<file path="config.mk">
export PLATFORM = sky130hd
export DESIGN_NAME = lqwv_ctrl
export DESIGN_NICKNAME = d
export VERILOG_FILES = /design/src/lqwv_pkg.sv /design/src/lqwv_ctrl.sv
export SDC_FILE = /design/constraint.sdc
export NUM_CORES = 1
export LEC_CHECK = 0
export BUFFER_PORTS_ARGS = -buffer_cell sky130_fd_sc_hd__buf_2
export CAP_MARGIN = 0
export CORE_AREA = 2 2 39 41
export DETAILED_ROUTE_END_ITERATION = 8
export DIE_AREA = 0 0 41 43
export PLACE_DENSITY_LB_ADDON = 0.25
export SYNTH_ARGS = -nofsm -noshare
export SYNTH_HDL_FRONTEND = slang
export SYNTH_SLANG_ARGS = --single-unit
</file>
<file path="constraint.sdc">
create_clock -name clk -period 4.85 [get_ports clk]
set_input_delay 0 -clock clk [delete_from_list [all_inputs] [get_ports clk]]
set_output_delay 0 -clock clk [all_outputs]
set_load 0.05 [all_outputs]
</file>
<file path="src/lqwv_pkg.sv">
package lqwv_pkg;

	localparam int RingDepth = 64;
	localparam int StampW = 32;
	localparam int PingW = 16;
	localparam int FracW = 17;
	localparam logic [FracW-1:0] QOne = 17'h10000;
	localparam int CntSatW = 7;
	localparam int CfgAddrW = 5;

	typedef enum logic [1:0] {
		KIND_OFFER = 2'd0,
		KIND_EVAL  = 2'd1,
		KIND_CLEAR = 2'd2,
		KIND_NONE  = 2'd3
	} kind_t;

	typedef enum logic [CfgAddrW-1:0] {
		REG_PING_LIMIT  = 5'h00,
		REG_JIT_LIMIT   = 5'h04,
		REG_LOSS_LIMIT  = 5'h08,
		REG_CHOKE_LIMIT = 5'h0C,
		REG_WINDOW      = 5'h10,
		REG_INTERVAL    = 5'h14
	} reg_addr_t;

	typedef enum logic [3:0] {
		ST_IDLE,
		ST_WRITE,
		ST_PRUNE_RD,
		ST_PRUNE_CHK,
		ST_SCAN_RD,
		ST_SCAN_ACC,
		ST_DIV,
		ST_RESULT,
		ST_OUT
	} state_t;

	// controller -> datapath
	typedef struct packed {
		logic take_item;
		logic do_write;
		logic prune_rd;
		logic prune_drop;
		logic scan_start;
		logic scan_rd;
		logic scan_acc;
		logic div_start;
		logic div_step;
		logic make_result;
		logic do_clear;
	} cmd_t;

	// datapath -> controller
	typedef struct packed {
		logic skip_offer;
		logic ring_empty;
		logic oldest_stale;
		logic scan_last;
		logic div_done;
	} stat_t;

	function automatic logic [FracW-1:0] frac_sat(input logic [FracW-1:0] v);
		frac_sat = (v > QOne) ? QOne : v;
	endfunction

endpackage

</file>
<file path="src/lqwv_ctrl.sv">
module lqwv_ctrl (
	input  logic               clk,
	input  logic               arst_n,
	input  logic               in_valid,
	input  logic [1:0]         in_kind,
	input  logic               out_ready,
	input  lqwv_pkg::stat_t    stat,
	output lqwv_pkg::cmd_t     cmd,
	output logic               in_ready,
	output logic               out_valid
);

	lqwv_pkg::state_t state_q, state_d;

	always_ff @(posedge clk or negedge arst_n) begin
		if (!arst_n) begin
			state_q <= lqwv_pkg::ST_IDLE;
		end else begin
			state_q <= state_d;
		end
	end

	always_comb begin
		state_d = state_q;
		cmd = '0;
		in_ready = 1'b0;
		out_valid = 1'b0;
		unique case (state_q)
			lqwv_pkg::ST_IDLE: begin
				in_ready = 1'b1;
				if (in_valid) begin
					cmd.take_item = 1'b1;
					case (in_kind)
						lqwv_pkg::KIND_OFFER: state_d = lqwv_pkg::ST_WRITE;
						lqwv_pkg::KIND_EVAL:  state_d = lqwv_pkg::ST_PRUNE_RD;
						lqwv_pkg::KIND_CLEAR: cmd.do_clear = 1'b1;
						default: ;
					endcase
				end
			end
			lqwv_pkg::ST_WRITE: begin
				if (stat.skip_offer) begin
					state_d = lqwv_pkg::ST_IDLE;
				end else begin
					cmd.do_write = 1'b1;
					state_d = lqwv_pkg::ST_PRUNE_RD;
				end
			end
			lqwv_pkg::ST_PRUNE_RD: begin
				if (stat.ring_empty) begin
					cmd.scan_start = 1'b1;
					state_d = lqwv_pkg::ST_SCAN_RD;
				end else begin
					cmd.prune_rd = 1'b1;
					state_d = lqwv_pkg::ST_PRUNE_CHK;
				end
			end
			lqwv_pkg::ST_PRUNE_CHK: begin
				if (stat.oldest_stale) begin
					cmd.prune_drop = 1'b1;
					state_d = lqwv_pkg::ST_PRUNE_RD;
				end else begin
					cmd.scan_start = 1'b1;
					state_d = lqwv_pkg::ST_SCAN_RD;
				end
			end
			lqwv_pkg::ST_SCAN_RD: begin
				if (stat.skip_offer) begin
					state_d = lqwv_pkg::ST_IDLE;
				end else if (stat.scan_last) begin
					cmd.div_start = 1'b1;
					state_d = lqwv_pkg::ST_DIV;
				end else begin
					cmd.scan_rd = 1'b1;
					state_d = lqwv_pkg::ST_SCAN_ACC;
				end
			end
			lqwv_pkg::ST_SCAN_ACC: begin
				cmd.scan_acc = 1'b1;
				state_d = lqwv_pkg::ST_SCAN_RD;
			end
			lqwv_pkg::ST_DIV: begin
				if (stat.div_done) begin
					state_d = lqwv_pkg::ST_RESULT;
				end else begin
					cmd.div_step = 1'b1;
				end
			end
			lqwv_pkg::ST_RESULT: begin
				cmd.make_result = 1'b1;
				state_d = lqwv_pkg::ST_OUT;
			end
			lqwv_pkg::ST_OUT: begin
				out_valid = 1'b1;
				if (out_ready) begin
					state_d = lqwv_pkg::ST_IDLE;
				end
			end
			default: state_d = lqwv_pkg::ST_IDLE;
		endcase
	end

endmodule

</file>
==> metrics.md, run 1 <==
| Metric | Value |
|---|---|
| Kind of cell adding the most delay to the critical path | simple AND/OR/NAND/NOR gates |
| Clk_skew | 0.00270 ns |
| IO Count | 24 |
| Layout cell share with drive strength beyond 1 | a little under two fifths |
| Register bit total from synthesis | 4 |
| Hold Worst Slack | 0.0994 ns |
| Htree depth | 1 |
| Worst Max-Slew Pin Slew | 0.340 ns |
| RSZ-0062 raised after global routing | no |
| Global-route wire length before repair | around 1600 µm |
| Syn avg cell area | 7.53 µm² |
| Worst-path clk slew | 0.04 ns |
| Syn. warnings | 0 |
| Chip height | between 40 and 50 µm |
| Crit path launch type | flop |
| Detailed Routing Iterations Pass 1 | 4 |
| Post-DP HPWL | 804 µm |
| Arr. time, crit path | 1.94 ns |
| Slew HR | 77.2% |
| Post-synth top area share | 25.6% |
| Leakage | 0.302 nW |
| Peak supply drop | 0.000148 V |
| Die X | 41 µm |
| Final wirelength | 975 µm |
| Worst path cell trace | or4b_1 > or3_1 > inv_1 > buf_2 |
| Initial Util | 28.3% |
| Core area | 1380 µm² |
| Antenna viol nets, final | 0 |
| Max-Cap Viols | 0 |
| Post-DR wirelength/cell | 10.6 µm |
| Hold WC Path Type | input pin to async pin |
| CTS sink cnt | 4 |
| CTS resizes | 0 |
| Fillers | 159 |
| Post-synthesis instance total | 52 |
| Crit path buf inv count | 2 |
| Synth cell types | 28 |
| Total power | 314 µW |
| Fin nets | between 80 and 90 |
| Antenna violations before repair | 0 |
| CP Max Fanout | 12 |
| Post-Place Setup Slack | 3.15 ns |
| Clk buf depth | 2 |
| Core Rows | 14 |
| Post-Syn Area | just under 400 µm² |
| Vias per cell | 4.91 |
| Status | finished, final reports clean |
| Root Buffer Master | clkbuf_4 |
| Top cells by area, synth | dfrtp_1 26%, nand2b_1 6.4%, nand2_1 5.8% |
| DR iter-0 viols | 8 |
| Final hold vios | 0 |
| PD cells | 578 nW/µm² |
| Final Max Slew Viols | 0 |
| CTS tree | yes |
| Worst setup margin | 2.91 ns |
| Global route overflow | 0 |
| Synthesized Nets | 63 |
| Element type at the critical path end | primary output |
| Max reg flops | 4 |
| Largest reg by FF count | state_q |
| Critical Path RT | 4.85 ns |
| Diode count | 0 |
| Area growth from synthesis to layout | 38.7% |
| Worst Path Class, Setup | flop to primary output |
| IO buf count | 23 |
| All-Layer GR Usage | 12.7% |
| Clock Latency Late Sink | 0.23 ns |
| GP Congestion | 0.809 |
| Commonest non-fill, non-tap cell in the layout | buf_2 |
| Seq/Total Area, Yosys | 25.6% |
| Final setup violation count | 0 |
| Top Registers | state_q: 4 flops |
| Largest net degree at the start of global routing | 13 |
| Vias in the first global route | a little over 400 |
| Worst path max stage delay | 0.55 ns |
| Reg2reg setup slack | roughly 3.2 ns |
| Slowest CP cell | or4b_1 |
| Fin crit period | roughly 1.9 ns |
| Total Neg Setup Slack | 0 ns |
| CTS buffer count | 3 |
| DIE AREA | approximately 1800 µm² |
| Synth area leader | dfrtp_1 |
| Max Clk Rate | 0.516 GHz |
| Vias | 452 |
| Most frequent cells in the layout | 23 x buf_2, 6 x nand2_1, 6 x nor2_1 |
| Crit share post-route | around two fifths |
| DR DRC count | 0 |
==> metrics by stage <==
stage | cells | utilization (%) | cell area, µm²
floorplan | 52 | - | 392
global placement | 87 | 36.2 | 500
detailed placement | 87 | 36.2 | 500
CTS | 92 | 39.2 | 543
global route | 92 | 39.2 | 543
finish | 92 | 39.2 | 543
==> path summary, 6_finish.rpt <==
| check | start | endpoint | cells after the start |
|---|---|---|---|
| setup / recovery | state_q[0] | cmd[5] | 4 |
| hold / removal | arst_n | state_q[2] | 2 |
| setup reg to reg | state_q[0] | state_q[0] | 3 |
| hold reg to reg | state_q[3] | state_q[3] | 2 |
| max in group asynchronous | arst_n | state_q[1] | 2 |
| min in group clk | stat[1] | state_q[0] | 3 |
==> cell type report <==
class	count	area, µm²	share of cell area, %
Tap cell	16	20.0	3.69
Timing Repair Buffer	25	135	24.9
Inverter	5	18.8	3.46
Clock buffer	3	22.5	4.15
Multi-Input combinational cell	39	246	45.4
Sequential cell	4	100	18.4
==> repair_timing <==
item	CTS	global route
setup buffers	0	0
hold buffers	2	0
endpoints found under the hold margin	5	0
==> logic make-up (layout without fill, tap and decap cells) <==
family                 Yosys count  count (layout)  synth area share (%)
AND/OR/NAND/NOR                 29              29                  41.5
AO/OA/AOI/OAI                   10              10                  21.4
buffers and inverters            9              33                  11.5
flip-flops                       4               4                  25.6
==> cells in the mapped netlist <==
library cell  count
nand2_1           6
nor2_1            6
inv_1             5
dfrtp_1           4
nand2b_1          4
and2_1            2
clkbuf_1          2
nor3_1            2
nor4_1            2
a211o_1           1
a21o_1            1
a21o_2            1
a21oi_1           1
a311oi_2          1
a41oi_1           1
and3_1            1
buf_4             1
buf_6             1
nand3b_1          1
nor2b_1           1
nor4_2            1
nor4b_1           1
o2111a_1          1
o211ai_1          1
o21ai_0           1
o22ai_1           1
or3_1             1
or4b_1            1
==> per-layer routing <==
metal | GRT usage (%) | up-vias | part of all wire [%]
met2 | 19.7 | 12 | 51
met3 | 1.57 | 0 | 5.1
li1 | - | 234 | -
met5 | 0 | - | 0
met1 | 18.4 | 206 | 44
met4 | 2.00 | 0 | 0
==> power breakdown <==
| part | internal [mW] | switching (mW) |
|---|---|---|
| combinational | 0.0654 | 0.133 |
| clock | 0.0277 | 0.0140 |
| sequential | 0.0443 | 0.0294 |
Power figures use the tool's default switching activity.
==> inputs of run 2 (changes only) <==
--- a/config.mk
+++ b/config.mk
@@ -5,6 +5,7 @@
 export SDC_FILE = /design/constraint.sdc
 export NUM_CORES = 1
 export LEC_CHECK = 0
+export ABC_AREA = 1
 export BUFFER_PORTS_ARGS = -buffer_cell sky130_fd_sc_hd__buf_2
 export CAP_MARGIN = 0
 export CORE_AREA = 2 2 39 41
==> constraint.sdc (replaced) <==
create_clock -name clk -period 1.7 [get_ports clk]
set_input_delay 0 -clock clk [delete_from_list [all_inputs] [get_ports clk]]
set_output_delay 0 -clock clk [all_outputs]
set_load 0.05 [all_outputs]
==> run 2 against run 1 <==
  * Combinational power grew to 2.9 times the previous value
  * Clock-buffer cell count is the same
  * Sequential cell count is the same
  * Clock skew is essentially flat
  * Area after synthesis grew 8.0%
  * Critical path type unchanged
==> metrics.md, run 2 <==
| Metric | Value |
|---|---|
| Status | finished, final reports clean |
| Max-Cap Viols | 0 |
| DR iter-0 viols | 8 |
| Critical Path RT | roughly 1.7 ns |
| Vias | 504 |
| Global-route wire length before repair | approximately 1800 µm |
| RSZ-0062 raised after global routing | no |
| Area growth from synthesis to layout | 42.6% |
| Post-synth top area share | 23.7% |
| DR DRC count | 0 |
| Top Registers | state_q: 4 flops |
| Total Neg Setup Slack | 0 ns |
| DIE AREA | 1760 µm² |
| Antenna violations before repair | 0 |
| Chip height | 43 µm |
| GP Congestion | 0.791 |
| Post-synthesis instance total | ~70 |
| Most common cell in the netlist | inv_1 |
| IO buf count | 23 |
| Met3 Use GR | 1.57% |
| Global route overflow | 0 |
| Antenna viol nets, final | 0 |
| Post-DP HPWL | slightly below 900 µm |
| Leakage | 0.405 nW |
| Worst-path clk slew | approximately 0.03 ns |
| Synth area leader | dfrtp_1 |
| Htree depth | 1 |
| Syn. warnings | 0 |
| Peak-usage layer in the global routing report | met2 |
| Arr. time, crit path | 1.52 ns |
| Main synth FF type | dfrtp_1 |
| PD cells | 1430 nW/µm² |
| Final setup violation count | 0 |
| Seq/Total Area, Yosys | 23.7% |
| CTS buffer count | 3 |
| Fillers | about 150 |
| Post-synth EDFFs | 0 |
| Vias in the first global route | 455 |
| Commonest non-fill, non-tap cell in the layout | buf_2 |
| Core area | 1380 µm² |
| Async SR Flop Fraction | 100% |
| Hold WC Path Type | input pin to flop |
| Largest reg by FF count | state_q |
| Root Buffer Master | clkbuf_4 |
| Synth cell types | 13 |
| Layout cell share with drive strength beyond 1 | 40.8% |
| Final hold vios | 0 |
| Vias per cell | around 4.4 |
| Final Max Slew Viols | 0 |
| CTS sink cnt | 4 |
| IO Count | 24 |
| Fin nets | 111 |
| Diode count | 0 |
| Final wirelength | 1040 µm |
| Clock Latency Late Sink | 0.23 ns |
| Most frequent cells in the layout | 23 x buf_2, 18 x inv_1, 15 x nand2_1 |
| Post-DR wirelength/cell | 9.09 µm |
| Register bit total from synthesis | 4 |
| Slew HR | 82.7% |
| Met1 Use GR | between 10% and 20% |
| Worst Max-Slew Pin Slew | 0.260 ns |
| Top cells by count, synth | 18 x inv_1, 15 x nand2_1, 11 x nor2_1 |
| Top cells by area, synth | dfrtp_1 24%, inv_1 16%, nand2_1 13% |
| Synthesized Nets | between 80 and 90 |
| Die X | 41 µm |
| Peak supply drop | 0.000679 V |
| Met2 Use GR | 24.7% |
| Clk_skew | 0.00287 ns |
| CTS tree | yes |
| Post-Syn Area | roughly 420 µm² |
| Max Clk Rate | about 0.66 GHz |
| Crit share post-route | approximately 89% |
| Core Rows | 14 |
| Initial Util | roughly 31% |
| Syn avg cell area | slightly below 6 µm² |
| Element type at the critical path end | primary output |
| Total power | 863 µW |
| Largest net degree at the start of global routing | 8 |
| CTS resizes | 0 |
| Crit path launch type | flop |
| Clk buf depth | 2 |
| Worst Path Class, Setup | flop to primary output |
| CP Max Fanout | 5 |
| All-Layer GR Usage | between 10% and 20% |
| Detailed Routing Iterations Pass 1 | 2 |
| Fin crit period | between 1.5 and 2 ns |
| Max reg flops | 4 |
[run 2: changes by cell type in the layout (fill, tap and decap cells not counted), moves of 4 or more]
cell,before,now
nand2b_1,4,0
inv_1,5,18
nor2_4,0,4
nor2_1,6,11
nand2_1,6,15
nand3_1,0,8
[run 2: report_power, final]
part	internal [mW]	leakage, nW	total, mW	switching, mW
Sequential	0.124	0.0531	0.179	0.0552
Combinational	0.148	0.338	0.572	0.423
Clock	0.0785	0.0138	0.112	0.0336
Total	0.351	0.405	0.863	0.512
[run 2: kinds of logic after synthesis]
group / count (synthesis) / synth area share [%]
AO/OA/AOI/OAI: 2 / 4.14
buffers and inverters: 20 / 17.8
flip-flops: 4 / 23.7
AND/OR/NAND/NOR: 45 / 54.4
[run 2: per-stage QoR]
step	std cells	utilization [%]	setup slack, ns	hold WS, ns	instance area (µm²)
after floorplan	71	-	0.0916	-0.296	435
after CTS	114	43.6	0.151	0.0937	603
after detailed placement	110	41.2	0.404	-0.194	571
after global placement	110	41.2	0.458	-0.191	571
final	114	43.6	0.182	0.0886	603
after global routing	114	43.6	0.0204	0.101	603
[run 2: what timing repair did]
| item | in CTS | in global routing |
|---|---|---|
| setup buffers | 0 | 0 |
| hold endpoints to repair | 4 | 0 |
| hold buffers | 1 | 0 |
| setup endpoints to repair | 0 | 0 |
[run 2: cell type report]
class | count | area, µm² | area share, %
flip-flops and latches | 4 | 100 | 16.6
multi-input cells | 47 | 260 | 43.2
clock buffers | 3 | 22.5 | 3.73
inverters | 20 | 75.1 | 12.4
well taps | 16 | 20.0 | 3.32
repair buffers | 24 | 125 | 20.7
[run 2: per-layer routing]
metal  vias up  part of all wire (%)  wire [µm]
li1        266                     -          -
met1       223                    44        456
met2        13                    50        516
met3         2                   4.2         44
met4         0                   1.8         19
met5         -                     0          0
[run 2: worst paths after layout]
check | start | to | slack, ns | cells after the start
max in group asynchronous | arst_n | state_q[0] | 1.48 | 2
worst min-delay path | out_ready | state_q[3] | 0.09 | 4
worst max register to register | state_q[0] | state_q[0] | 0.47 | 7
worst max-delay path | state_q[0] | cmd[0] | 0.18 | 4
worst min register to register | state_q[3] | state_q[1] | 0.71 | 3
min in group asynchronous | arst_n | state_q[2] | 0.10 | 2
[run 2: worst max-delay path, cell delays in order (launching register included)]
cell	delay [ns]
dfrtp_1	0.45
nor2_2	0.23
nand2_1	0.14
nor4_2	0.16
buf_2	0.30
